==> src/rtl/palette_lookup_integer_scaler_assert.svh <==
// Assertion macros for the palette lookup scaler back end
`ifndef PALETTE_LOOKUP_INTEGER_SCALER_ASSERT_SVH
`define PALETTE_LOOKUP_INTEGER_SCALER_ASSERT_SVH

// Same-cycle implication, disabled during reset
`define PLIS_ASSERT_IMPL(label, clk, rst, ante, cons) \
   label: assert property (@(posedge clk) disable iff (rst) (ante) |-> (cons)) \
      else $error("assertion failed");

// Next-cycle implication, disabled during reset
`define PLIS_ASSERT_NEXT(label, clk, rst, ante, cons) \
   label: assert property (@(posedge clk) disable iff (rst) (ante) |=> (cons)) \
      else $error("assertion failed");

`endif

==> src/rtl/plis_pkg.sv <==
// Package: constants, codes and shared types of the palette lookup scaler
`default_nettype none

package plis_pkg;

   // Source image and palette geometry
   localparam int SRC_WIDTH     = 320;
   localparam int SRC_HEIGHT    = 200;
   localparam int MAX_SCALE     = 8;
   localparam int PALETTE_DEPTH = 256;

   // Field widths
   localparam int IDX_W      = 8;
   localparam int RGB_W      = 24;
   localparam int ADDR_W     = 26;
   localparam int FB_W       = 12;
   localparam int PITCH_B_W  = 16;
   localparam int PITCH_W    = PITCH_B_W - 2;
   localparam int CSR_IDX_W  = 2;
   localparam int CSR_DATA_W = 16;

   // Derived widths
   localparam int COL_W   = (SRC_WIDTH > 1) ? $clog2(SRC_WIDTH) : 1;
   localparam int ROW_W   = (SRC_HEIGHT > 1) ? $clog2(SRC_HEIGHT) : 1;
   localparam int PAL_W   = $clog2(PALETTE_DEPTH);
   localparam int SCALE_W = $clog2(MAX_SCALE + 1);
   localparam int COORD_W = 16;

   // Queue depths (powers of two)
   localparam int JQ_DEPTH = 2;
   localparam int JQ_PTR_W = $clog2(JQ_DEPTH);
   localparam int JQ_CNT_W = $clog2(JQ_DEPTH + 1);
   localparam int RQ_DEPTH = 4;
   localparam int RQ_PTR_W = $clog2(RQ_DEPTH);
   localparam int RQ_CNT_W = $clog2(RQ_DEPTH + 1);

   // Input commands
   localparam logic CMD_PALETTE_WRITE = 1'b0;
   localparam logic CMD_PIXEL         = 1'b1;

   // Display modes
   localparam logic MODE_WINDOWED   = 1'b0;
   localparam logic MODE_FULLSCREEN = 1'b1;

   // Register indexes
   localparam logic [CSR_IDX_W-1:0] CSR_DISPLAY_MODE    = 2'd0;
   localparam logic [CSR_IDX_W-1:0] CSR_FRAME_WIDTH     = 2'd1;
   localparam logic [CSR_IDX_W-1:0] CSR_FRAME_HEIGHT    = 2'd2;
   localparam logic [CSR_IDX_W-1:0] CSR_ROW_PITCH_BYTES = 2'd3;

   // Register reset values
   localparam logic [FB_W-1:0]      RST_FRAME_WIDTH     = 12'd640;
   localparam logic [FB_W-1:0]      RST_FRAME_HEIGHT    = 12'd400;
   localparam logic [PITCH_B_W-1:0] RST_ROW_PITCH_BYTES = 16'd2560;

   // Configuration registers as seen by the datapath
   typedef struct packed {
      logic                 display_mode;
      logic [FB_W-1:0]      frame_width;
      logic [FB_W-1:0]      frame_height;
      logic [PITCH_B_W-1:0] row_pitch_bytes;
   } cfg_type;

   // One classified pixel handed from front to back
   typedef struct packed {
      logic             fullscreen;
      logic [COL_W-1:0] col;
      logic [ROW_W-1:0] row;
      logic [RGB_W-1:0] rgb;
   } job_type;

   // One framebuffer write
   typedef struct packed {
      logic [ADDR_W-1:0] addr;
      logic [RGB_W-1:0]  rgb;
      logic              last;
   } rsp_type;

endpackage

`default_nettype wire

==> src/rtl/plis_job_queue.sv <==
// Short job queue between the front end and the write generator
`default_nettype none

module plis_job_queue import plis_pkg::*; (
   input  logic    clock,
   input  logic    reset,
   input  logic    push_valid,
   input  job_type push_job,
   output logic    push_ready,
   output logic    pop_valid,
   output job_type pop_job,
   input  logic    pop_ready
);

   job_type               jq_mem_ff [JQ_DEPTH];
   logic [JQ_PTR_W-1:0]   wr_ptr_ff;
   logic [JQ_PTR_W-1:0]   rd_ptr_ff;
   logic [JQ_CNT_W-1:0]   count_ff;

   logic do_push;
   logic do_pop;

   assign push_ready = (count_ff != JQ_CNT_W'(JQ_DEPTH));
   assign pop_valid  = (count_ff != '0);
   assign pop_job    = jq_mem_ff[rd_ptr_ff];
   assign do_push    = push_valid && push_ready;
   assign do_pop     = pop_valid && pop_ready;

   // Store entries
   always_ff @(posedge clock) begin
      if (do_push) begin
         jq_mem_ff[wr_ptr_ff] <= push_job;
      end
   end

   // Advance pointers and count
   always_ff @(posedge clock) begin
      if (reset) begin
         wr_ptr_ff <= '0;
         rd_ptr_ff <= '0;
         count_ff  <= '0;
      end else begin
         if (do_push) begin
            wr_ptr_ff <= wr_ptr_ff + JQ_PTR_W'(1);
         end
         if (do_pop) begin
            rd_ptr_ff <= rd_ptr_ff + JQ_PTR_W'(1);
         end
         if (do_push && !do_pop) begin
            count_ff <= count_ff + JQ_CNT_W'(1);
         end else if (do_pop && !do_push) begin
            count_ff <= count_ff - JQ_CNT_W'(1);
         end
      end
   end

endmodule

`default_nettype wire

==> config.mk <==
export PLATFORM = sky130hd
export DESIGN_NAME = plis_job_queue
export DESIGN_NICKNAME = d
export VERILOG_FILES = /design/src/rtl/palette_lookup_integer_scaler_assert.svh /design/src/rtl/plis_pkg.sv /design/src/rtl/plis_job_queue.sv
export SDC_FILE = /design/constraint.sdc
export NUM_CORES = 1
export LEC_CHECK = 0
export BUFFER_PORTS_ARGS = -buffer_cell sky130_fd_sc_hd__clkbuf_2
export CAP_MARGIN = 30
export CORE_MARGIN = 10
export CORE_UTILIZATION = 25
export CTS_BUF_LIST = sky130_fd_sc_hd__clkbuf_4
export DETAILED_ROUTE_END_ITERATION = 6
export HOLD_SLACK_MARGIN = 0.1
export SLEW_MARGIN = 30
export SYNTH_ARGS = -nofsm -noshare
export SYNTH_HDL_FRONTEND = slang
export SYNTH_SLANG_ARGS = --single-unit
==> constraint.sdc <==
create_clock -name clock -period 2.1 [get_ports clock]
set_input_delay 0.105 -clock clock [delete_from_list [all_inputs] [get_ports clock]]
set_output_delay 0.105 -clock clock [all_outputs]
set_load 0.01 [all_outputs]
## Word level (Yosys, flattened, before mapping)

Memory sizes are Yosys's and may differ from the RTL's. A register that Yosys moved wholly into a read port is not among the register bits.
Cells that the tools add are included.

- Word-level logic and storage cells: 23
- Output and inout port bits: 44
- RAM bits: 84
- Input bits: 46
- Memories: 1
- Register bits: 4

- Multiplexer cells: 6
- Equal/unequal tests: 1
- $add $sub $neg: 4
- Reduce and logical (&&, ||, !) cells: 8

Memory list:

| name | words | bits a word | read ports | clocked after Yosys merged registers in | wr ports | line | source |
|---|---|---|---|---|---|---|---|
| jq_mem_ff | 2 | 42 | 1 | 1 | 1 | plis_job_queue.sv:15 | `job_type jq_mem_ff [JQ_DEPTH];` |

Operators by type and width:

| cell | count |
|---|---|
| logical AND 1 bit | 4 |
| two-way mux 1 bit | 4 |
| two-way mux 2 bit | 2 |
| nonzero test 2 bit | 2 |
| adder 1 bit, second input constant | 2 |
| adder 2 x 1 -> 2 bit, second input constant | 1 |
| zero test 1 bit | 2 |
| != test 2 bit, second input constant | 1 |
| subtractor 2 x 1 -> 2 bit, second input constant | 1 |

## Depth between registers and ports, before layout

Gate-level depths: netlist (run 1).

- Depth after elaboration: 6
- Gate-level depth with buffers: 6
- Depth with buffers taken out: 6

## Worst setup path after synthesis (run 1)

No wires, ideal clock.

- Path type: reg2reg
- Start point: register count_ff[0]
- End point: memory jq_mem_ff[1][0] in the netlist's numbering, enable pin
- Period minus slack after synthesis: 2101 ps
- Library setup time: 404 ps
- Data required time: 1696 ps
- Path buffers: 0
- Arrival time: 1697 ps
- Stages on the path, launching flop included: 3
- Slack: -1 ps
- Path through: dfxtp_1 > nand2b_1 > and3_1

- Cells in the longest elaborated chain, start to end: 4

RTL lines:

| element | line | source |
|---|---|---|
| from (decl) | plis_job_queue.sv:18 | `logic [JQ_CNT_W-1:0] count_ff;` |
| from (signal assigned) | plis_job_queue.sv:50 | `count_ff <= count_ff + JQ_CNT_W'(1);` |
| from (signal assigned) | plis_job_queue.sv:52 | `count_ff <= count_ff - JQ_CNT_W'(1);` |
| != test 2 bit | plis_job_queue.sv:23 | `assign push_ready = (count_ff != JQ_CNT_W'(JQ_DEPTH));` |
| net push_ready | plis_job_queue.sv:9 | `output logic push_ready,` |
| logical AND 1 bit | plis_job_queue.sv:26 | `assign do_push = push_valid && push_ready;` |
| two-way mux 1 bit | plis_job_queue.sv:31 | `if (do_push) begin` |
| two-way mux 1 bit (not written as such) | plis_job_queue.sv:32 | `jq_mem_ff[wr_ptr_ff] <= push_job;` |
| to (decl) | plis_job_queue.sv:15 |  |

The timed path passes the listed nets, and every way through them passes these cells.

==> flow_summary.ini, run 1 <==
[cells_and_area]
finalNonFillerCells = 479
nNetsFinal = 348
layout-drive-gt1-share_pct = 50.7
syn_to_final_growth_pct = 39.4

[global_routing]
antenna_found_initial = 1
grt_pass1_vias = 2125
globalRoute.totalOverflow = 0
grt_max_degree = 24
grt_first_pass_wirelength_um = 10800
grt_use_total_pct = 7.86

[worst_setup_path]
max_stage_delay_ns = 0.55
required_ns = 2.00
cp-end-kind = output pin
cp.depth = 3
cp-start-kind = register
critPathBufInv = 2
worstRegToRegCells = 5
critical_path_class = register to output pin
cp_max_fo = 19
slowest_stage = dfxtp_4
worst_ep_arrival_time_ns = 1.74
cp_top_family = flip-flops
crit_chain = buf_4 -> mux2_2 -> clkbuf_2

[floorplan]
start_util_pct = 25.6
die_w_um = 134
die-height_um = 134
core_area_um2 = 12700
dieArea_um2 = 17900
ios = 90
rows = 41

[drt]
wl_um = 6880
vias = 1888
via_per_inst = 3.94
drc_errors = 0
first_pass_iters = 4
post_drt_wl_per_cell_um = 14.4
dr.first_iter.drc_count = 62
ant_nets = 0

[timing]
fmax_mhz = 541
tightest_slew_ns = 0.357
hold_viol = 0
finalSetupViolations = 0
fin_crit_ns = 1.85
slew_violations = 0
post-route-period-util_pct = 88.1
max_slew_margin_pct = 75.9
fin_tns_setup_ns = 0
finClkSkew_ns = 0.0181
rsz0062_at_grt = false

[synth]
synth.distinct_cells = 17
ys_ff_latch = 89
synth-seq-area-share_pct = 80.9
yosysTopAreaCellShare_pct = 77.8
yosys_warnings = 0
yosysMostFrequentCell = edfxtp_1
synth-edff-count = 84
syn_nets = 202
netlist_top_cells_count = edfxtp_1, mux2_2, buf_2, dfxtp_1
ys_top_cells_by_area = edfxtp_1, mux2_2, dfxtp_1
synthCells = 155
ys.flop_type = edfxtp_1
synth_async_sr_flop_share_pct = 0
yosysTopAreaCell = edfxtp_1
syn_avg_cell_area_um2 = 20.9
netlist_area_um2 = 3240

[placed_design]
dp_cells = 417
io_buffers = 89
gp_congestion = 0.656
hpwl_um = 4700

[worst_hold_path]
holdPathStages = 5
hold_class = primary input to register

[flow_run]
cap_violations = 0

[cts]
cts-root-buf = clkbuf_4
clock_sinks = 89
insertion_delay_ns = 0.45
clockBufferDepth = 2
cts_buffers = 9
ctsHtreeMaxLevel = 3
cts_tree = done
cts_setup_buffers = 0
path_clk_slew_ns = 0.14

[pwr]
p_comb_share_pct = 28.0
p_int_mw = 3.21
power_leakage_nw = 1.70
power.density_nw_per_um2 = 994
p_total_mw = 4.49
irDropWorstVdd_v = 0.000531
p_sw_mw = 1.29
switching_share_pct = 28.6
pwr-share-clk_pct = 20.1
power_frac_seq_pct = 51.9

[run_status]
outcome = complete, no violations
metal layers:
| layer | routed length (um) | vias up | GRT usage (%) |
|---|---|---|---|
| met2 | 3400 | 61 | 12.9 |
| met5 | 0 | - | 0 |
| li1 | - | 902 | - |
| met1 | 2830 | 914 | 8.33 |
| met3 | 526 | 11 | 4.03 |
| met4 | 129 | 0 | 3.45 |
stage by stage:
step	utilization, %	setup slack [ns]	hold slack (ns)	cell area (um2)
3_3_place_gp	31.1	0.518	0.294	3940
3_5_place_dp	31.1	0.469	0.298	3940
4_1_cts	35.7	0.145	0.225	4520
5_1_grt	35.7	0.0988	0.257	4520
2_1_floorplan	-	0.151	0.174	3240
6_report	35.7	0.250	0.280	4520
path summary, 6_finish.rpt:
check                 to         from  slack [ns]
min reg2reg     register    rd_ptr_ff        0.51
max reg2reg  count_ff[1]  count_ff[0]        0.44
max          pop_job[29]     register        0.25
min          count_ff[0]   push_valid        0.28
area by class of cell:
type / count / area [um2]
Timing Repair Buffer: 140 / 953
Multi-Input combinational cell: 60 / 593
Antenna cell: 1 / 2.50
Fill cell: 1257 / 8150
Clock inverter: 7 / 60.1
Sequential cell: 89 / 2630
Tap cell: 172 / 215
Inverter: 1 / 3.75
Clock buffer: 9 / 67.6
tightest hold or removal path: cells and delay by family:
| kind | cells | cell delay, ns |
|---|---|---|
| and+or+nand+nor | 2 | 0.21 |
| xor gates and xnor gates | 1 | 0.08 |
| adders and majority gates | 1 | 0.18 |
| buffers and inverters | 1 | 0.11 |
power by group through the flow:
stage | clock network, mW | registers, mW | logic (mW)
floorplan | 0 | 2.31 | 0.767
global placement | 0 | 2.37 | 1.21
detailed placement | 0 | 2.38 | 1.23
CTS | 0.970 | 2.34 | 1.31
global route | 1.02 | 2.37 | 1.39
finish | 0.904 | 2.33 | 1.26
registers in the layout, summed over array words and instances, names as in the netlist, named ones only:
name and flops:
count_ff 2, jq_mem_ff 84, wr_ptr_ff 1, rd_ptr_ff 1
layout by cell type, fill, tap and decap left out, drive strengths merged:
| cell type | netlist | final |
|---|---|---|
| clkbuf | 0 | 98 |
| edfxtp | 84 | 84 |
| dlygate4sd3 | 0 | 45 |
| mux2 | 42 | 42 |
| buf | 5 | 6 |
| dfxtp | 5 | 5 |
| clkinv | 0 | 5 |
| xor2 | 3 | 3 |
| nor2 | 3 | 3 |
| o21ai | 2 | 2 |
| a21oi | 2 | 2 |
| inv | 1 | 2 |
| diode | 0 | 1 |
| nand2b | 1 | 1 |
| and2 | 1 | 1 |
| or2 | 1 | 1 |
| and3 | 1 | 1 |
| nand3b | 1 | 1 |
| a21bo | 1 | 1 |
| or3 | 1 | 1 |
| ha | 1 | 1 |
| bufinv | 0 | 1 |
kinds of logic after synthesis:
group | synth area share (%)
AOI/OAI and AO/OA | 0.926
xor gates and xnor gates | 0.810
adders and majority gates | 0.386
buffers and inverters | 0.887
DFF | 80.9
muxes | 14.6
and+or+nand+nor | 1.54
what timing repair did:
action / 4_1_cts / 5_1_grt
resized for setup: 1 / 0
hold buffers: 45 / 0
hold endpoints to repair: 89 / 0
endpoints found under the setup margin: 9 / 0
(Power assumes the default switching activity.)
==> inputs of run 2 (changes only) <==
Settings changed: CORE_ASPECT_RATIO from default to 0.75.
==> run 2 against run 1 <==
- combinational power is 3% higher
- design area is 0.11% lower
- total power is essentially flat
- critical path depth unchanged
- clock power grew 2%
- count of clock-buffer cells in the layout stayed put
- largest cell class unchanged
==> flow_summary.ini, run 2 (same netlist as run 1, synthesis figures left out) <==
[worst_setup_path]
cp_max_fo = 26
r2r-start = count_ff[0]
crit_chain = buf_4 -> mux2_2 -> clkbuf_2
worstRegToRegCells = 5
cp-start-kind = register
reg2reg_slack_ns = 0.39
cp_top_family = buffers and inverters
cp-end-kind = output pin
critical_path_class = register to output pin
worst_ep_arrival_time_ns = 1.65
required_ns = 2.00
critPathBufInv = 2
max_stage_delay_ns = 0.41
slowest_stage = mux2_2
timing.rr.end = count_ff[1]

[floorplan]
die_w_um = 152
die-height_um = 119
start_util_pct = 26.0
rows = 35
ios = 90
dieArea_um2 = 18000
core_area_um2 = 12500

[global_routing]
grtUsageMet3_pct = 3.85
grt_max_degree = 27
top_usage_layer = met2
grt_use_total_pct = 7.69
globalRoute.totalOverflow = 0
grt_first_pass_wirelength_um = 10800
grt_pass1_vias = 2092
grt_use_met2_pct = 12.4
antenna_found_initial = 0
use_met1_pct = 8.62

[pwr]
irDropWorstVdd_v = 0.000443
power_leakage_nw = 1.70
power.density_nw_per_um2 = 996
p_total_mw = 4.50

[cts]
insertion_delay_ns = 0.42
path_clk_slew_ns = 0.13
cts_resized = 0
cts_buffers = 9
clock_sinks = 89
clockBufferDepth = 2
cts_tree = done
cts-root-buf = clkbuf_4
ctsHtreeMaxLevel = 3

[timing]
finalSetupViolations = 0
finClkSkew_ns = 0.00567
whs_ns = 0.398
fin_tns_setup_ns = 0
tightest_slew_ns = 0.367
fmax_mhz = 569
hold_viol = 0
fin_crit_ns = 1.76
post-route-period-util_pct = 83.6
max_slew_margin_pct = 75.5
rsz0062_at_grt = false
slew_violations = 0

[cells_and_area]
regArea_um2 = 2620
largest_reg_flops = 84
final_cell_mix = clkbuf_2, edfxtp_1, dlygate4sd3_1, mux2_2, clkbuf_4
layout_commonest_cell = clkbuf_2
layout-drive-gt1-share_pct = 51.1
reg_top3 = jq_mem_ff (84), count_ff (2)
multi_input_area_um2 = 593
syn_to_final_growth_pct = 39.3
nNetsFinal = 349
antenna_cells = 0
top_register = jq_mem_ff
num-fill-cells = 1220

[drt]
drc_errors = 0
via_per_inst = 3.94
post_drt_wl_per_cell_um = 14.2
wl_um = 6690
ant_nets = 0
vias = 1863
first_pass_iters = 4
dr.first_iter.drc_count = 64

[worst_hold_path]
hold_start = push_job[31]
hold-path-endpoint = jq_mem_ff[1][31]
holdPathStages = 2
hold_class = primary input to register

[flow_run]
cap_violations = 0

[placed_design]
io_buffers = 89
gp_congestion = 0.688
hpwl_um = 4690

[run_status]
outcome = complete, no violations
-- run 2: metrics by stage --
step	cell area, um2	setup slack, ns	utilization, %	instances
after floorplan	3240	0.151	-	155
after global placement	3920	0.528	31.4	411
after detailed placement	3920	0.456	31.4	411
after CTS	4520	0.268	36.2	473
after global routing	4520	0.220	36.2	473
final	4520	0.344	36.2	473
-- run 2: worst max path at each step --
stage | start | end | slack [ns] | cells after the start
floorplan | count_ff[0] | jq_mem_ff[0][0] | 0.15 | 3
global placement | count_ff[0] | count_ff[1] | 0.53 | 5
detailed placement | count_ff[0] | count_ff[1] | 0.46 | 5
CTS | register | pop_job[21] | 0.27 | 3
global route | register | pop_job[14] | 0.22 | 3
finish | register | pop_job[21] | 0.34 | 3
-- run 2: area by class of cell --
type | count | area share (%)
sequential | 89 | 58.1
tap | 166 | 4.60
inverter | 1 | 0.0831
clock buffer | 9 | 1.50
clock inverter | 7 | 1.55
multi-input combinational | 60 | 13.1
timing repair buffer | 141 | 21.1
-- run 2: routing by layer --
| metal | wire [um] | up-vias |
|---|---|---|
| li1 | - | 896 |
| met5 | 0 | - |
| met3 | 608 | 8 |
| met4 | 76 | 0 |
| met2 | 3310 | 58 |
| met1 | 2700 | 901 |
-- run 2: power breakdown --
| group | switching (mW) | leakage (nW) | internal, mW |
|---|---|---|---|
| logic | 0.670 | 0.807 | 0.627 |
| clock network | 0.561 | 0.0660 | 0.360 |
| registers | 0.0632 | 0.826 | 2.22 |
| total | 1.29 | 1.70 | 3.20 |
-- run 2: what timing repair did --
item                                   4_1_cts  5_1_grt
endpoints found under the hold margin       89        0
buffers inserted                             0        0
hold buffers                                46        0
