$ cat src/rtl/palette_lookup_integer_scaler_assert.svh
// Assertion macros for the palette lookup scaler back end
`ifndef PALETTE_LOOKUP_INTEGER_SCALER_ASSERT_SVH
`define PALETTE_LOOKUP_INTEGER_SCALER_ASSERT_SVH

// Same-cycle implication, disabled during reset
`define PLIS_ASSERT_IMPL(label, clk, rst, ante, cons) \
   label: assert property (@(posedge clk) disable iff (rst) (ante) |-> (cons)) \
      else $error("assertion failed");

// Next-cycle implication, disabled during reset
`define PLIS_ASSERT_NEXT(label, clk, rst, ante, cons) \
   label: assert property (@(posedge clk) disable iff (rst) (ante) |=> (cons)) \
      else $error("assertion failed");

`endif

$ cat src/rtl/plis_pkg.sv
// Package: constants, codes and shared types of the palette lookup scaler
`default_nettype none

package plis_pkg;

   // Source image and palette geometry
   localparam int SRC_WIDTH     = 320;
   localparam int SRC_HEIGHT    = 200;
   localparam int MAX_SCALE     = 8;
   localparam int PALETTE_DEPTH = 256;

   // Field widths
   localparam int IDX_W      = 8;
   localparam int RGB_W      = 24;
   localparam int ADDR_W     = 26;
   localparam int FB_W       = 12;
   localparam int PITCH_B_W  = 16;
   localparam int PITCH_W    = PITCH_B_W - 2;
   localparam int CSR_IDX_W  = 2;
   localparam int CSR_DATA_W = 16;

   // Derived widths
   localparam int COL_W   = (SRC_WIDTH > 1) ? $clog2(SRC_WIDTH) : 1;
   localparam int ROW_W   = (SRC_HEIGHT > 1) ? $clog2(SRC_HEIGHT) : 1;
   localparam int PAL_W   = $clog2(PALETTE_DEPTH);
   localparam int SCALE_W = $clog2(MAX_SCALE + 1);
   localparam int COORD_W = 16;

   // Queue depths (powers of two)
   localparam int JQ_DEPTH = 2;
   localparam int JQ_PTR_W = $clog2(JQ_DEPTH);
   localparam int JQ_CNT_W = $clog2(JQ_DEPTH + 1);
   localparam int RQ_DEPTH = 4;
   localparam int RQ_PTR_W = $clog2(RQ_DEPTH);
   localparam int RQ_CNT_W = $clog2(RQ_DEPTH + 1);

   // Input commands
   localparam logic CMD_PALETTE_WRITE = 1'b0;
   localparam logic CMD_PIXEL         = 1'b1;

   // Display modes
   localparam logic MODE_WINDOWED   = 1'b0;
   localparam logic MODE_FULLSCREEN = 1'b1;

   // Register indexes
   localparam logic [CSR_IDX_W-1:0] CSR_DISPLAY_MODE    = 2'd0;
   localparam logic [CSR_IDX_W-1:0] CSR_FRAME_WIDTH     = 2'd1;
   localparam logic [CSR_IDX_W-1:0] CSR_FRAME_HEIGHT    = 2'd2;
   localparam logic [CSR_IDX_W-1:0] CSR_ROW_PITCH_BYTES = 2'd3;

   // Register reset values
   localparam logic [FB_W-1:0]      RST_FRAME_WIDTH     = 12'd640;
   localparam logic [FB_W-1:0]      RST_FRAME_HEIGHT    = 12'd400;
   localparam logic [PITCH_B_W-1:0] RST_ROW_PITCH_BYTES = 16'd2560;

   // Configuration registers as seen by the datapath
   typedef struct packed {
      logic                 display_mode;
      logic [FB_W-1:0]      frame_width;
      logic [FB_W-1:0]      frame_height;
      logic [PITCH_B_W-1:0] row_pitch_bytes;
   } cfg_type;

   // One classified pixel handed from front to back
   typedef struct packed {
      logic             fullscreen;
      logic [COL_W-1:0] col;
      logic [ROW_W-1:0] row;
      logic [RGB_W-1:0] rgb;
   } job_type;

   // One framebuffer write
   typedef struct packed {
      logic [ADDR_W-1:0] addr;
      logic [RGB_W-1:0]  rgb;
      logic              last;
   } rsp_type;

endpackage

`default_nettype wire

$ cat src/rtl/plis_back.sv
// Back end: scale geometry, clip, write iteration, address multiply and result queue
`default_nettype none

`include "palette_lookup_integer_scaler_assert.svh"

module plis_back import plis_pkg::*; (
   input  logic              clock,
   input  logic              reset,
   input  cfg_type           cfg,
   input  logic              job_valid,
   input  job_type           job,
   output logic              job_ready,
   output logic              rsp_empty,
   input  logic              rsp_pop,
   output logic [ADDR_W-1:0] rsp_write_address,
   output logic [RGB_W-1:0]  rsp_pixel_rgb,
   output logic              rsp_last_of_pixel
);

   // Geometry derived from the configuration
   logic [SCALE_W-1:0]        scale_ff;
   logic [SCALE_W-1:0]        scale_in;
   logic signed [COORD_W-1:0] fw_m1_ff;
   logic signed [COORD_W-1:0] fh_m1_ff;
   logic signed [COORD_W-1:0] offx_ff;
   logic signed [COORD_W-1:0] offy_ff;
   logic signed [COORD_W-1:0] offx_in;
   logic signed [COORD_W-1:0] offy_in;
   logic [PITCH_W-1:0]        pitch_ff;
   logic [COORD_W-1:0]        span_x;
   logic [COORD_W-1:0]        span_y;
   logic signed [COORD_W-1:0] diff_x;
   logic signed [COORD_W-1:0] diff_y;
   logic signed [COORD_W-1:0] half_x;
   logic signed [COORD_W-1:0] half_y;

   // Prep stage: block origin or linear address
   logic                      prep_valid_ff;
   logic                      prep_lin_ff;
   logic [ADDR_W-1:0]         prep_lin_addr_ff;
   logic signed [COORD_W-1:0] prep_x0_ff;
   logic signed [COORD_W-1:0] prep_y0_ff;
   logic [RGB_W-1:0]          prep_rgb_ff;
   logic [COORD_W-1:0]        prod_x;
   logic [COORD_W-1:0]        prod_y;
   logic                      prep_take;

   // Clip of the prep block
   logic signed [COORD_W-1:0] scale_m1;
   logic signed [COORD_W-1:0] xe_raw;
   logic signed [COORD_W-1:0] ye_raw;
   logic signed [COORD_W-1:0] xs_c;
   logic signed [COORD_W-1:0] xe_c;
   logic signed [COORD_W-1:0] ys_c;
   logic signed [COORD_W-1:0] ye_c;
   logic                      clip_empty;
   logic                      it_load;

   // Write iterator
   logic                      it_busy_ff;
   logic [FB_W-1:0]           it_x_ff;
   logic [FB_W-1:0]           it_y_ff;
   logic [FB_W-1:0]           it_xs_ff;
   logic [FB_W-1:0]           it_xe_ff;
   logic [FB_W-1:0]           it_ye_ff;
   logic                      it_lin_ff;
   logic [ADDR_W-1:0]         it_lin_addr_ff;
   logic [RGB_W-1:0]          it_rgb_ff;
   logic                      it_last;
   logic                      it_step;
   logic                      room;

   // Address stage
   logic                      a_valid_ff;
   logic [FB_W-1:0]           a_x_ff;
   logic [FB_W-1:0]           a_y_ff;
   logic                      a_lin_ff;
   logic [ADDR_W-1:0]         a_lin_addr_ff;
   logic [RGB_W-1:0]          a_rgb_ff;
   logic                      a_last_ff;
   logic [ADDR_W-1:0]         fb_addr;
   rsp_type                   rsp_in;

   // Result queue
   rsp_type                   rq_mem_ff [RQ_DEPTH];
   logic [RQ_PTR_W-1:0]       rq_wr_ptr_ff;
   logic [RQ_PTR_W-1:0]       rq_rd_ptr_ff;
   logic [RQ_CNT_W-1:0]       rq_count_ff;
   logic                      rq_pop;

   // Scale: largest factor that fits both dimensions, at least one
   always_comb begin
      scale_in = SCALE_W'(1);
      for (int k = 1; k <= MAX_SCALE; k++) begin
         if ((32'(cfg.frame_width) >= 32'(SRC_WIDTH * k)) &&
             (32'(cfg.frame_height) >= 32'(SRC_HEIGHT * k))) begin
            scale_in = SCALE_W'(k);
         end
      end
   end

   // Centering offsets, halved with truncation toward zero
   always_comb begin
      span_x  = COORD_W'(SRC_WIDTH) * COORD_W'(scale_ff);
      span_y  = COORD_W'(SRC_HEIGHT) * COORD_W'(scale_ff);
      diff_x  = $signed(COORD_W'(cfg.frame_width)) - $signed(span_x);
      diff_y  = $signed(COORD_W'(cfg.frame_height)) - $signed(span_y);
      half_x  = diff_x + $signed({{(COORD_W - 1){1'b0}}, diff_x[COORD_W-1]});
      half_y  = diff_y + $signed({{(COORD_W - 1){1'b0}}, diff_y[COORD_W-1]});
      offx_in = half_x >>> 1;
      offy_in = half_y >>> 1;
   end

   always_ff @(posedge clock) begin
      scale_ff <= scale_in;
      offx_ff  <= offx_in;
      offy_ff  <= offy_in;
      fw_m1_ff <= $signed(COORD_W'(cfg.frame_width)) - $signed(COORD_W'(1));
      fh_m1_ff <= $signed(COORD_W'(cfg.frame_height)) - $signed(COORD_W'(1));
      pitch_ff <= cfg.row_pitch_bytes[PITCH_B_W-1:2];
   end

   // Prep: take a job when the stage is free or handing over
   assign job_ready = !prep_valid_ff || prep_take;
   assign prod_x    = COORD_W'(job.col) * COORD_W'(scale_ff);
   assign prod_y    = COORD_W'(job.row) * COORD_W'(scale_ff);

   always_ff @(posedge clock) begin
      if (reset) begin
         prep_valid_ff <= 1'b0;
      end else if (job_valid && job_ready) begin
         prep_valid_ff <= 1'b1;
      end else if (prep_take) begin
         prep_valid_ff <= 1'b0;
      end
   end

   always_ff @(posedge clock) begin
      if (job_valid && job_ready) begin
         prep_lin_ff      <= !job.fullscreen;
         prep_lin_addr_ff <= ADDR_W'(job.row) * ADDR_W'(SRC_WIDTH) + ADDR_W'(job.col);
         prep_x0_ff       <= offx_ff + $signed(prod_x);
         prep_y0_ff       <= offy_ff + $signed(prod_y);
         prep_rgb_ff      <= job.rgb;
      end
   end

   // Clip the block against the framebuffer
   always_comb begin
      scale_m1 = $signed(COORD_W'(scale_ff)) - $signed(COORD_W'(1));
      xe_raw   = prep_x0_ff + scale_m1;
      ye_raw   = prep_y0_ff + scale_m1;
      xs_c     = prep_x0_ff[COORD_W-1] ? '0 : prep_x0_ff;
      ys_c     = prep_y0_ff[COORD_W-1] ? '0 : prep_y0_ff;
      xe_c     = (xe_raw < fw_m1_ff) ? xe_raw : fw_m1_ff;
      ye_c     = (ye_raw < fh_m1_ff) ? ye_raw : fh_m1_ff;
      if (prep_lin_ff) begin
         xs_c = '0;
         xe_c = '0;
         ys_c = '0;
         ye_c = '0;
      end
      clip_empty = (xs_c > xe_c) || (ys_c > ye_c);
   end

   // Iterator: one kept write per cycle while the result queue has room
   assign room    = (({1'b0, rq_count_ff} + (RQ_CNT_W + 1)'(a_valid_ff))
                     < (RQ_CNT_W + 1)'(RQ_DEPTH));
   assign it_step = it_busy_ff && room;
   assign it_last = (it_x_ff == it_xe_ff) && (it_y_ff == it_ye_ff);

   assign prep_take = prep_valid_ff && (!it_busy_ff || (it_step && it_last));
   assign it_load   = prep_take && !clip_empty;

   always_ff @(posedge clock) begin
      if (reset) begin
         it_busy_ff <= 1'b0;
      end else if (it_load) begin
         it_busy_ff <= 1'b1;
      end else if (it_step && it_last) begin
         it_busy_ff <= 1'b0;
      end
   end

   always_ff @(posedge clock) begin
      if (it_load) begin
         it_x_ff        <= FB_W'(xs_c);
         it_y_ff        <= FB_W'(ys_c);
         it_xs_ff       <= FB_W'(xs_c);
         it_xe_ff       <= FB_W'(xe_c);
         it_ye_ff       <= FB_W'(ye_c);
         it_lin_ff      <= prep_lin_ff;
         it_lin_addr_ff <= prep_lin_addr_ff;
         it_rgb_ff      <= prep_rgb_ff;
      end else if (it_step && !it_last) begin
         if (it_x_ff == it_xe_ff) begin
            it_x_ff <= it_xs_ff;
            it_y_ff <= it_y_ff + FB_W'(1);
         end else begin
            it_x_ff <= it_x_ff + FB_W'(1);
         end
      end
   end

   // Address stage: hold one beat for the row multiply
   always_ff @(posedge clock) begin
      if (reset) begin
         a_valid_ff <= 1'b0;
      end else begin
         a_valid_ff <= it_step;
      end
   end

   always_ff @(posedge clock) begin
      if (it_step) begin
         a_x_ff        <= it_x_ff;
         a_y_ff        <= it_y_ff;
         a_lin_ff      <= it_lin_ff;
         a_lin_addr_ff <= it_lin_addr_ff;
         a_rgb_ff      <= it_rgb_ff;
         a_last_ff     <= it_last;
      end
   end

   assign fb_addr     = ADDR_W'(a_y_ff) * ADDR_W'(pitch_ff) + ADDR_W'(a_x_ff);
   assign rsp_in.addr = a_lin_ff ? a_lin_addr_ff : fb_addr;
   assign rsp_in.rgb  = a_rgb_ff;
   assign rsp_in.last = a_last_ff;

   // Result queue storage
   always_ff @(posedge clock) begin
      if (a_valid_ff) begin
         rq_mem_ff[rq_wr_ptr_ff] <= rsp_in;
      end
   end

   assign rsp_empty = (rq_count_ff == '0);
   assign rq_pop    = rsp_pop && !rsp_empty;

   always_ff @(posedge clock) begin
      if (reset) begin
         rq_wr_ptr_ff <= '0;
         rq_rd_ptr_ff <= '0;
         rq_count_ff  <= '0;
      end else begin
         if (a_valid_ff) begin
            rq_wr_ptr_ff <= rq_wr_ptr_ff + RQ_PTR_W'(1);
         end
         if (rq_pop) begin
            rq_rd_ptr_ff <= rq_rd_ptr_ff + RQ_PTR_W'(1);
         end
         if (a_valid_ff && !rq_pop) begin
            rq_count_ff <= rq_count_ff + RQ_CNT_W'(1);
         end else if (rq_pop && !a_valid_ff) begin
            rq_count_ff <= rq_count_ff - RQ_CNT_W'(1);
         end
      end
   end

   assign rsp_write_address = rq_mem_ff[rq_rd_ptr_ff].addr;
   assign rsp_pixel_rgb     = rq_mem_ff[rq_rd_ptr_ff].rgb;
   assign rsp_last_of_pixel = rq_mem_ff[rq_rd_ptr_ff].last;

   // Iterator stays inside its clipped rectangle
   `PLIS_ASSERT_IMPL(a_iter_in_rect, clock, reset, it_busy_ff, (it_x_ff <= it_xe_ff) && (it_y_ff <= it_ye_ff))
   // Credit check: a beat in the address stage always finds a free slot
   `PLIS_ASSERT_IMPL(a_rq_has_slot, clock, reset, a_valid_ff, rq_count_ff < RQ_CNT_W'(RQ_DEPTH))
   // A windowed pixel loads as a single-beat block
   `PLIS_ASSERT_NEXT(a_win_one_beat, clock, reset, it_load && prep_lin_ff, it_busy_ff && (it_x_ff == it_xe_ff) && (it_y_ff == it_ye_ff))

endmodule

`default_nettype wire

$ cat config.mk
export PLATFORM = sky130hd
export DESIGN_NAME = plis_back
export DESIGN_NICKNAME = d
export VERILOG_FILES = /design/src/rtl/plis_pkg.sv /design/src/rtl/plis_back.sv
export VERILOG_INCLUDE_DIRS = /design/src /design/src/rtl
export SDC_FILE = /design/constraint.sdc
export NUM_CORES = 1
export LEC_CHECK = 0
export ABC_AREA = 1
export BUFFER_PORTS_ARGS = -buffer_cell sky130_fd_sc_hd__buf_2
export CAP_MARGIN = 20
export CORE_MARGIN = 2
export CORE_UTILIZATION = 50
export DETAILED_ROUTE_END_ITERATION = 7
export PLACE_DENSITY = 0.78
export REMOVE_ABC_BUFFERS = 1
export SYNTH_ARGS = -nofsm -noshare
export SYNTH_HDL_FRONTEND = slang
export SYNTH_SLANG_ARGS = --single-unit
$ cat constraint.sdc
create_clock -name clock -period 8.5 [get_ports clock]
set_input_delay 0.85 -clock clock [delete_from_list [all_inputs] [get_ports clock]]
set_output_delay 0.85 -clock clock [all_outputs]
set_load 0.05 [all_outputs]
; ---- Word level (Yosys, flattened, before mapping)
; Memory sizes are Yosys's and may differ from the RTL's. A register that Yosys moved wholly into a read port is not among the register bits.
; Index checks and enable logic that the tools add are counted.
[word_totals]
register_bits = 351
mem_bits_rw = 204
inputBits = 87
output_inout_bits = 53
word_cells = 145
mem_count = 1
[op_classes]
addsub = 20
multipliers = 6
n_lt_le_gt_ge = 19
eq_ne = 2
muxes = 31
reduce_logical = 35
[mem_list]
columns = memory, words, word_bits, read_ports, rd_ports_with_merged_regs, write_ports, line
row1 = rq_mem_ff, 4, 51, 1, 1, 1, plis_back.sv:85  ; rsp_type rq_mem_ff [RQ_DEPTH];
[ops]
columns = op, count
row1 = greater-or-equal comparator 12 x 11 -> 1 bit (second input constant), 6
row2 = 2-to-1 mux 12 bit, 6
row3 = 2-to-1 mux 16 bit, 4
row4 = greater-or-equal comparator 12 x 10 -> 1 bit (second input constant), 5
row5 = 2-to-1 mux 15 bit, 4
row6 = adder 16 x 5 -> 16 bit, 2
row7 = > comparator 16 bit, 2
row8 = < comparator 16 x 13 -> 1 bit, 2
row9 = adder 26 x 12 -> 26 bit, 1
row10 = multiplier 12 x 14 -> 26 bit, 1
row11 = 2-to-1 mux 26 bit, 1
row12 = subtractor 12 x 1 -> 13 bit (second input constant), 2
row13 = adder 12 x 1 -> 12 bit (second input constant), 2
row14 = equality test 12 bit, 2
row15 = greater-or-equal comparator 12 bit (second input constant), 2
row16 = adder 17 x 9 -> 18 bit, 1
row17 = logical AND 1 bit, 17
row18 = adder 14 x 14 -> 15 bit, 1
row19 = adder 14 x 2 -> 15 bit, 1
row20 = adder 13 x 13 -> 14 bit, 1
row21 = adder 13 x 2 -> 14 bit, 1
row22 = subtractor 12 x 13 -> 14 bit, 1
row23 = multiplier 9 x 4 -> 13 bit, 1
row24 = subtractor 12 x 12 -> 13 bit, 1
row25 = 20 further kinds, 46

; ---- Logic depth before layout (Yosys ltp)
[logic_depth]
ltp_word = 11
depth_mapped = 51
ltp_nobuf = 47

; ---- Worst setup path after synthesis
; Ideal clock, no wire load.
[synth_timing]
path_kind = register -> register
from = reg scale_ff[2]
to = reg it_lin_addr_ff[0], enable pin
setup_ps = 398
arrival_time_ps = 6746
required_time_ps = 8102
setup_slack_ps = 1356
stages_incl_launch_ff = 44
path_buffers = 4
synth_period_minus_slack_ps = 7144
path_cell_list = dfxtp_1 -> clkbuf_1 -> clkbuf_1 -> inv_1 -> ha_1 -> nand2_1 -> inv_1 -> ha_1 -> inv_1 -> o21ai_0 -> a21oi_1 -> nor3_1 -> nor2_1 -> nand2_1 -> a31o_2 -> xor2_1 -> inv_1 -> ha_1 -> [... 8 more ...] -> nor2_1 -> nor3_1 -> inv_1 -> ha_1 -> a21oi_1 -> nor2_1 -> nor3b_1 -> nand2_1 -> nand2_1 -> nand2_1 -> nand2_1 -> inv_1 -> nand2_1 -> nand3_1 -> nor2_4 -> nand2_4 -> buf_6 -> inv_2
[synth_between]
elab_chain_cells = 9
word_cells_on_any_way = 14
cone_classes = add/sub (3) / order compare (4) / mux (4) / reduce/logical (3)
[synth_rtl]
columns = item, line
row1 = "start, declared", plis_back.sv:21  ; logic [SCALE_W-1:0] scale_ff;
row2 = "start signal, assigned", plis_back.sv:115  ; scale_ff <= scale_in;
row3 = subtractor 4 x 1 -> 5 bit *, plis_back.sv:150  ; scale_m1 = $signed(COORD_W'(scale_ff)) - $signed(COORD_W'(1));
row4 = adder 16 x 5 -> 16 bit *, plis_back.sv:151  ; xe_raw = prep_x0_ff + scale_m1;
row5 = < comparator 16 x 13 -> 1 bit, plis_back.sv:155  ; xe_c = (xe_raw < fw_m1_ff) ? xe_raw : fw_m1_ff;
row6 = 2-to-1 mux 16 bit *, plis_back.sv:155
row7 = 2-to-1 mux 16 bit *, plis_back.sv:157  ; if (prep_lin_ff) begin
row8 = via xe_c[9], plis_back.sv:53  ; logic signed [COORD_W-1:0] xe_c;
row9 = > comparator 16 bit *, plis_back.sv:163  ; clip_empty = (xs_c > xe_c) || (ys_c > ye_c);
row10 = logical OR 1 bit *, plis_back.sv:163
row11 = logical NOT 1 bit *, plis_back.sv:173  ; assign it_load = prep_take && !clip_empty;
row12 = logical AND 1 bit *, plis_back.sv:173
row13 = via it_load, plis_back.sv:57  ; logic it_load;
row14 = "end signal, assigned", plis_back.sv:193  ; it_lin_addr_ff <= prep_lin_addr_ff;
row15 = "end, declared", plis_back.sv:67  ; logic [ADDR_W-1:0] it_lin_addr_ff;
; The timed path passes the listed nets; every way through them passes the cells marked *.
; A chain may end at the register's enable or synchronous reset.

; ---- Worst setup path after layout
[layout_timing]
from = reg scale_ff[1]
to = reg it_rgb_ff[13], enable pin
[layout_between]
elab_chain_cells = 9
word_cells_on_any_way = 14
cone_classes = add/sub (3) / order compare (4) / mux (4) / reduce/logical (3)
[layout_rtl]
columns = item, line
row1 = subtractor 4 x 1 -> 5 bit *, plis_back.sv:150
row2 = adder 16 x 5 -> 16 bit *, plis_back.sv:151
row3 = < comparator 16 x 13 -> 1 bit, plis_back.sv:155
row4 = 2-to-1 mux 16 bit *, plis_back.sv:155
row5 = 2-to-1 mux 16 bit *, plis_back.sv:157
row6 = via xe_c[10], plis_back.sv:53
row7 = > comparator 16 bit *, plis_back.sv:163
row8 = logical OR 1 bit *, plis_back.sv:163
row9 = logical NOT 1 bit *, plis_back.sv:173
row10 = logical AND 1 bit *, plis_back.sv:173
row11 = via it_load, plis_back.sv:57
row12 = "end signal, assigned", plis_back.sv:194  ; it_rgb_ff <= prep_rgb_ff;
row13 = "end, declared", plis_back.sv:68  ; logic [RGB_W-1:0] it_rgb_ff;
; Marked as above.

==> results.md <==
- The core footprint is 65630 um^2.
- The worst hold-check path type is in2reg.
- The endpoint of the worst register-to-register path is it_rgb_ff[13].
- The setup skew after layout is 70.98 ps.
- The worst register-to-register path has a setup slack of 1040 ps.
- The synthesized flop and latch total is 530.
- The half-perimeter wire length of the detailed placement result is 52.22 mm.
- The final total negative setup slack is 0 ps.
- The number of hold violations in the final report came to 0.
- The met3 usage in global routing is 0.02536.
- After detailed routing, the total wire length is 73.43 mm.
- Among all stages on the critical path, the largest delay is contributed by inv_1.
- In the finished design, the share of the clock period the worst path needs comes to 0.8779.
- For this run, the number of Yosys warnings is 0.
- The most used routing layer is met2.
- The via count of the first global-routing pass is 23329.
- The synthesized instance count is 3409.
- The maximum clock insertion buffer count is 3.
- Clock-pin slew was measured on the worst setup and hold paths at 60 ps.
- The actual transition at the worst max-transition pin is 977.1 ps.
- The total routing resource utilization after global routing is 0.2162.
- The standard cell area after detailed placement is 34670 um^2.
- The post-synthesis cell type with the largest combined area is edfxtp_1.
- The number of placement rows is 94.
- The worst register-to-register path begins at scale_ff[1].
- The number of setup buffers added after CTS is 0.
- In this run the tool buffered the top-level ports with 136 buffer cells.
- The worst setup path is captured at a flip-flop.
- The headroom to the max-slew limit is 0.3318.
- The total congestion overflow is 0.
- The post-synthesis cell area is 33110 um^2.
- The initial utilization of the core area, before any placement, comes to 0.5044.
- The initial antenna violation count is 0.
- At the end of the flow the core is filled with cells to 0.5566.
- The final reports fail on DRC.
- The worst endpoint required time is 8750 ps.
- Entering global routing, the biggest net connects 71 pins.
- The first global-routing pass estimated 117.4 mm of wire.
- The first-pass iteration count of the detailed router is 8.
- Yosys attributes the largest share of cell area to edfxtp_1, ha_1, fa_1.
- The proportion of netlist area held by the largest area contributor is 0.4055.
- The highest achievable clock rate is 0.1340 GHz.
- The clock period could shrink to 7463 ps.
- The share of the Yosys chip area taken by registers is 0.4556.
- The number of antenna-violating nets in the routed design is 0.
- In this run the worst path has a maximum fanout of 49.
- The fraction of met1 tracks used by global routing is 0.2734.
- Dividing the detail-routed wire length by the instance count gives 16.54 um.
- The placer congestion estimate is 0.9055.
- The launch point of the worst hold path is cfg[7].
- The TritonCTS buffer count is 55.
- For this block, the initial DRC count from the detailed router was 1596.
- At the end of the flow, the number of nets in the layout was 4063.
- Setup violations remaining at the end of the flow were counted as 0.
- The share of post-route cells with drive strength above 1 is 0.07550.
- For this run, global-route usage on met2 was measured as 0.3884.
- The leading register cell type out of synthesis is edfxtp_1.
- The number of antenna diodes is 0.
- The path with the worst hold slack has its endpoint at pitch_ff[5].
- The depth of the worst register-to-register path is 43.
- Along the worst hold path, the cell count comes to 1.
- Setup repair after global routing left no endpoint under its margin.
- The kind of critical path is reg2reg.
- The number of max-slew violations in the final report was 0.
- The count of unresolved DRC violations after routing is 2.
- Across the run, the number of max-cap violations was 0.
- In this design, the critical path's most frequently occurring cell is nand2_1.
- After routing the design area is 36530 um^2.
- In the synthesized netlist the async set-or-reset flop fraction comes to 0.
- In this run the count of I/O pins placed on the die edge is 140.
- Once the clock tree was built, the resizer swapped 0 gates to a different size.
- CTS built an H-tree with a depth of 2.
- The floorplan step defined a die boundary enclosing 68290 um^2.
- The total clock sinks is 530.
- In the post-synthesis netlist, the cell with the most instances is nand2_1.
- The via count is 23485.
- Final hold analysis gives a worst-case slack of 315.0 ps.
- The clock insertion delay at the later pin of the skew report is 650 ps.
- Data arrives at the worst endpoint at 7710 ps.
- The area growth from synthesis to final layout is 10.34%.
- The number of hold buffers added after CTS is 0.
- The clock tree from TritonCTS is yes.
- Dividing the detail-routed via count by the number of cells gives 5.289.
- The average instance area after synthesis is 9.711 um^2.
- The run finished, with violations left.
- In the synthesized netlist, the cells that appear most often are nand2_1, inv_1, edfxtp_1.
- In this design, the stage delay of the slowest critical-path cell is 600 ps.
- The root cell of the clock tree is clkbuf_16.
- The number of enable flip-flop cells after synthesis is 447.
- The startpoint kind of the worst setup timing path is a flip-flop.
- The floorplan die height is 261.3 um.
- Counting distinct cell types in the post-synthesis netlist gives 50.
- The die is 261.3 um wide.
==> logic make-up (layout without fill, tap and decap cells) <==
family	count (synthesis)	after routing	synth area share
xor+xnor	179	179	0.04736
flops	530	530	0.4556
compound gates	438	438	0.07260
simple gates	1152	1152	0.1420
other cells	1	1	0.0001133
buf+inv	664	831	0.07597
fa+ha+maj	445	445	0.2063
==> sequential cells by signal, indices dropped and copies added, names as in the netlist, 3 cells and up, named ones only <==
register          count
it_xe_ff             12
pitch_ff             14
it_ye_ff             12
offy_ff              13
it_x_ff              12
a_lin_addr_ff        18
fh_m1_ff             13
prep_x0_ff           15
fw_m1_ff             13
rq_mem_ff           204
rq_count_ff           3
it_rgb_ff            24
offx_ff              14
it_lin_addr_ff       18
prep_rgb_ff          24
it_xs_ff             12
a_rgb_ff             24
prep_y0_ff           14
a_y_ff               12
scale_ff              4
a_x_ff               12
prep_lin_addr_ff     18
it_y_ff              12
==> critical path, delay by kind of cell, from the launching register on <==
| family | cells | cell delay, ps |
|---|---|---|
| AOI/OAI and AO/OA | 4 | 560 |
| xor gates and xnor gates | 1 | 250 |
| adders and majority gates | 4 | 1280 |
| buffers and inverters | 10 | 2220 |
| DFF | 1 | 310 |
| and+or+nand+nor | 24 | 2400 |
==> placed cells by master, fill, tap and decap left out, types with 6 or more instances in the layout <==
cell / instances
edfxtp_1: 447
inv_1: 557
buf_4: 20
o22ai_1: 51
inv_2: 14
o21bai_1: 15
ha_1: 277
a21o_1: 8
clkbuf_16: 57
o21ai_0: 181
a31oi_1: 8
clkinv_1: 10
xor2_1: 120
clkinv_2: 10
o31ai_1: 9
buf_2: 136
dfxtp_1: 82
a21oi_1: 141
nor3_1: 59
fa_1: 168
nor3b_1: 6
or2_2: 7
clkbuf_1: 12
nor2_1: 298
nand2_1: 640
nand4_1: 19
o21ai_1: 7
nand3_1: 103
xnor2_1: 59
==> layout make-up <==
class | instances | area [um^2]
repair buffers | 157 | 850.8
multi-input cells | 2215 | 15510
clock inverters | 31 | 356.6
flip-flops and latches | 530 | 15090
well taps | 864 | 1081
fillers | 5471 | 29100
clock buffers | 71 | 1499
inverters | 572 | 2148
==> worst max path at each step <==
stage / slack, ps / endpoint / cells past startpoint / from
floorplan: 1190 / it_lin_addr_ff[0] / 41 / scale_ff[2]
global placement: 1310 / it_rgb_ff[16] / 43 / scale_ff[1]
detailed placement: 1170 / it_rgb_ff[17] / 43 / scale_ff[1]
CTS: 1090 / it_rgb_ff[13] / 43 / scale_ff[1]
global route: 290 / it_rgb_ff[13] / 43 / scale_ff[1]
finish: 1040 / it_rgb_ff[13] / 43 / scale_ff[1]
==> per-layer routing <==
metal	part of all wire	vias to the layer above	routed length [um]
met5	0	-	0
met4	0.029	0	2141
met3	0.060	141	4422
met2	0.51	740	37100
met1	0.41	11202	29770
li1	-	11402	-
==> through the flow <==
step                instances  setup slack (ps)
detailed placement       4338              1167
global placement         4338              1311
global route             4440             287.4
floorplan                3317              1185
finish                   4440              1037
CTS                      4440              1095
Power is left out: the tool's default activity adds up to more than one toggle a clock period on the data nets, which glitch-free logic cannot reach.
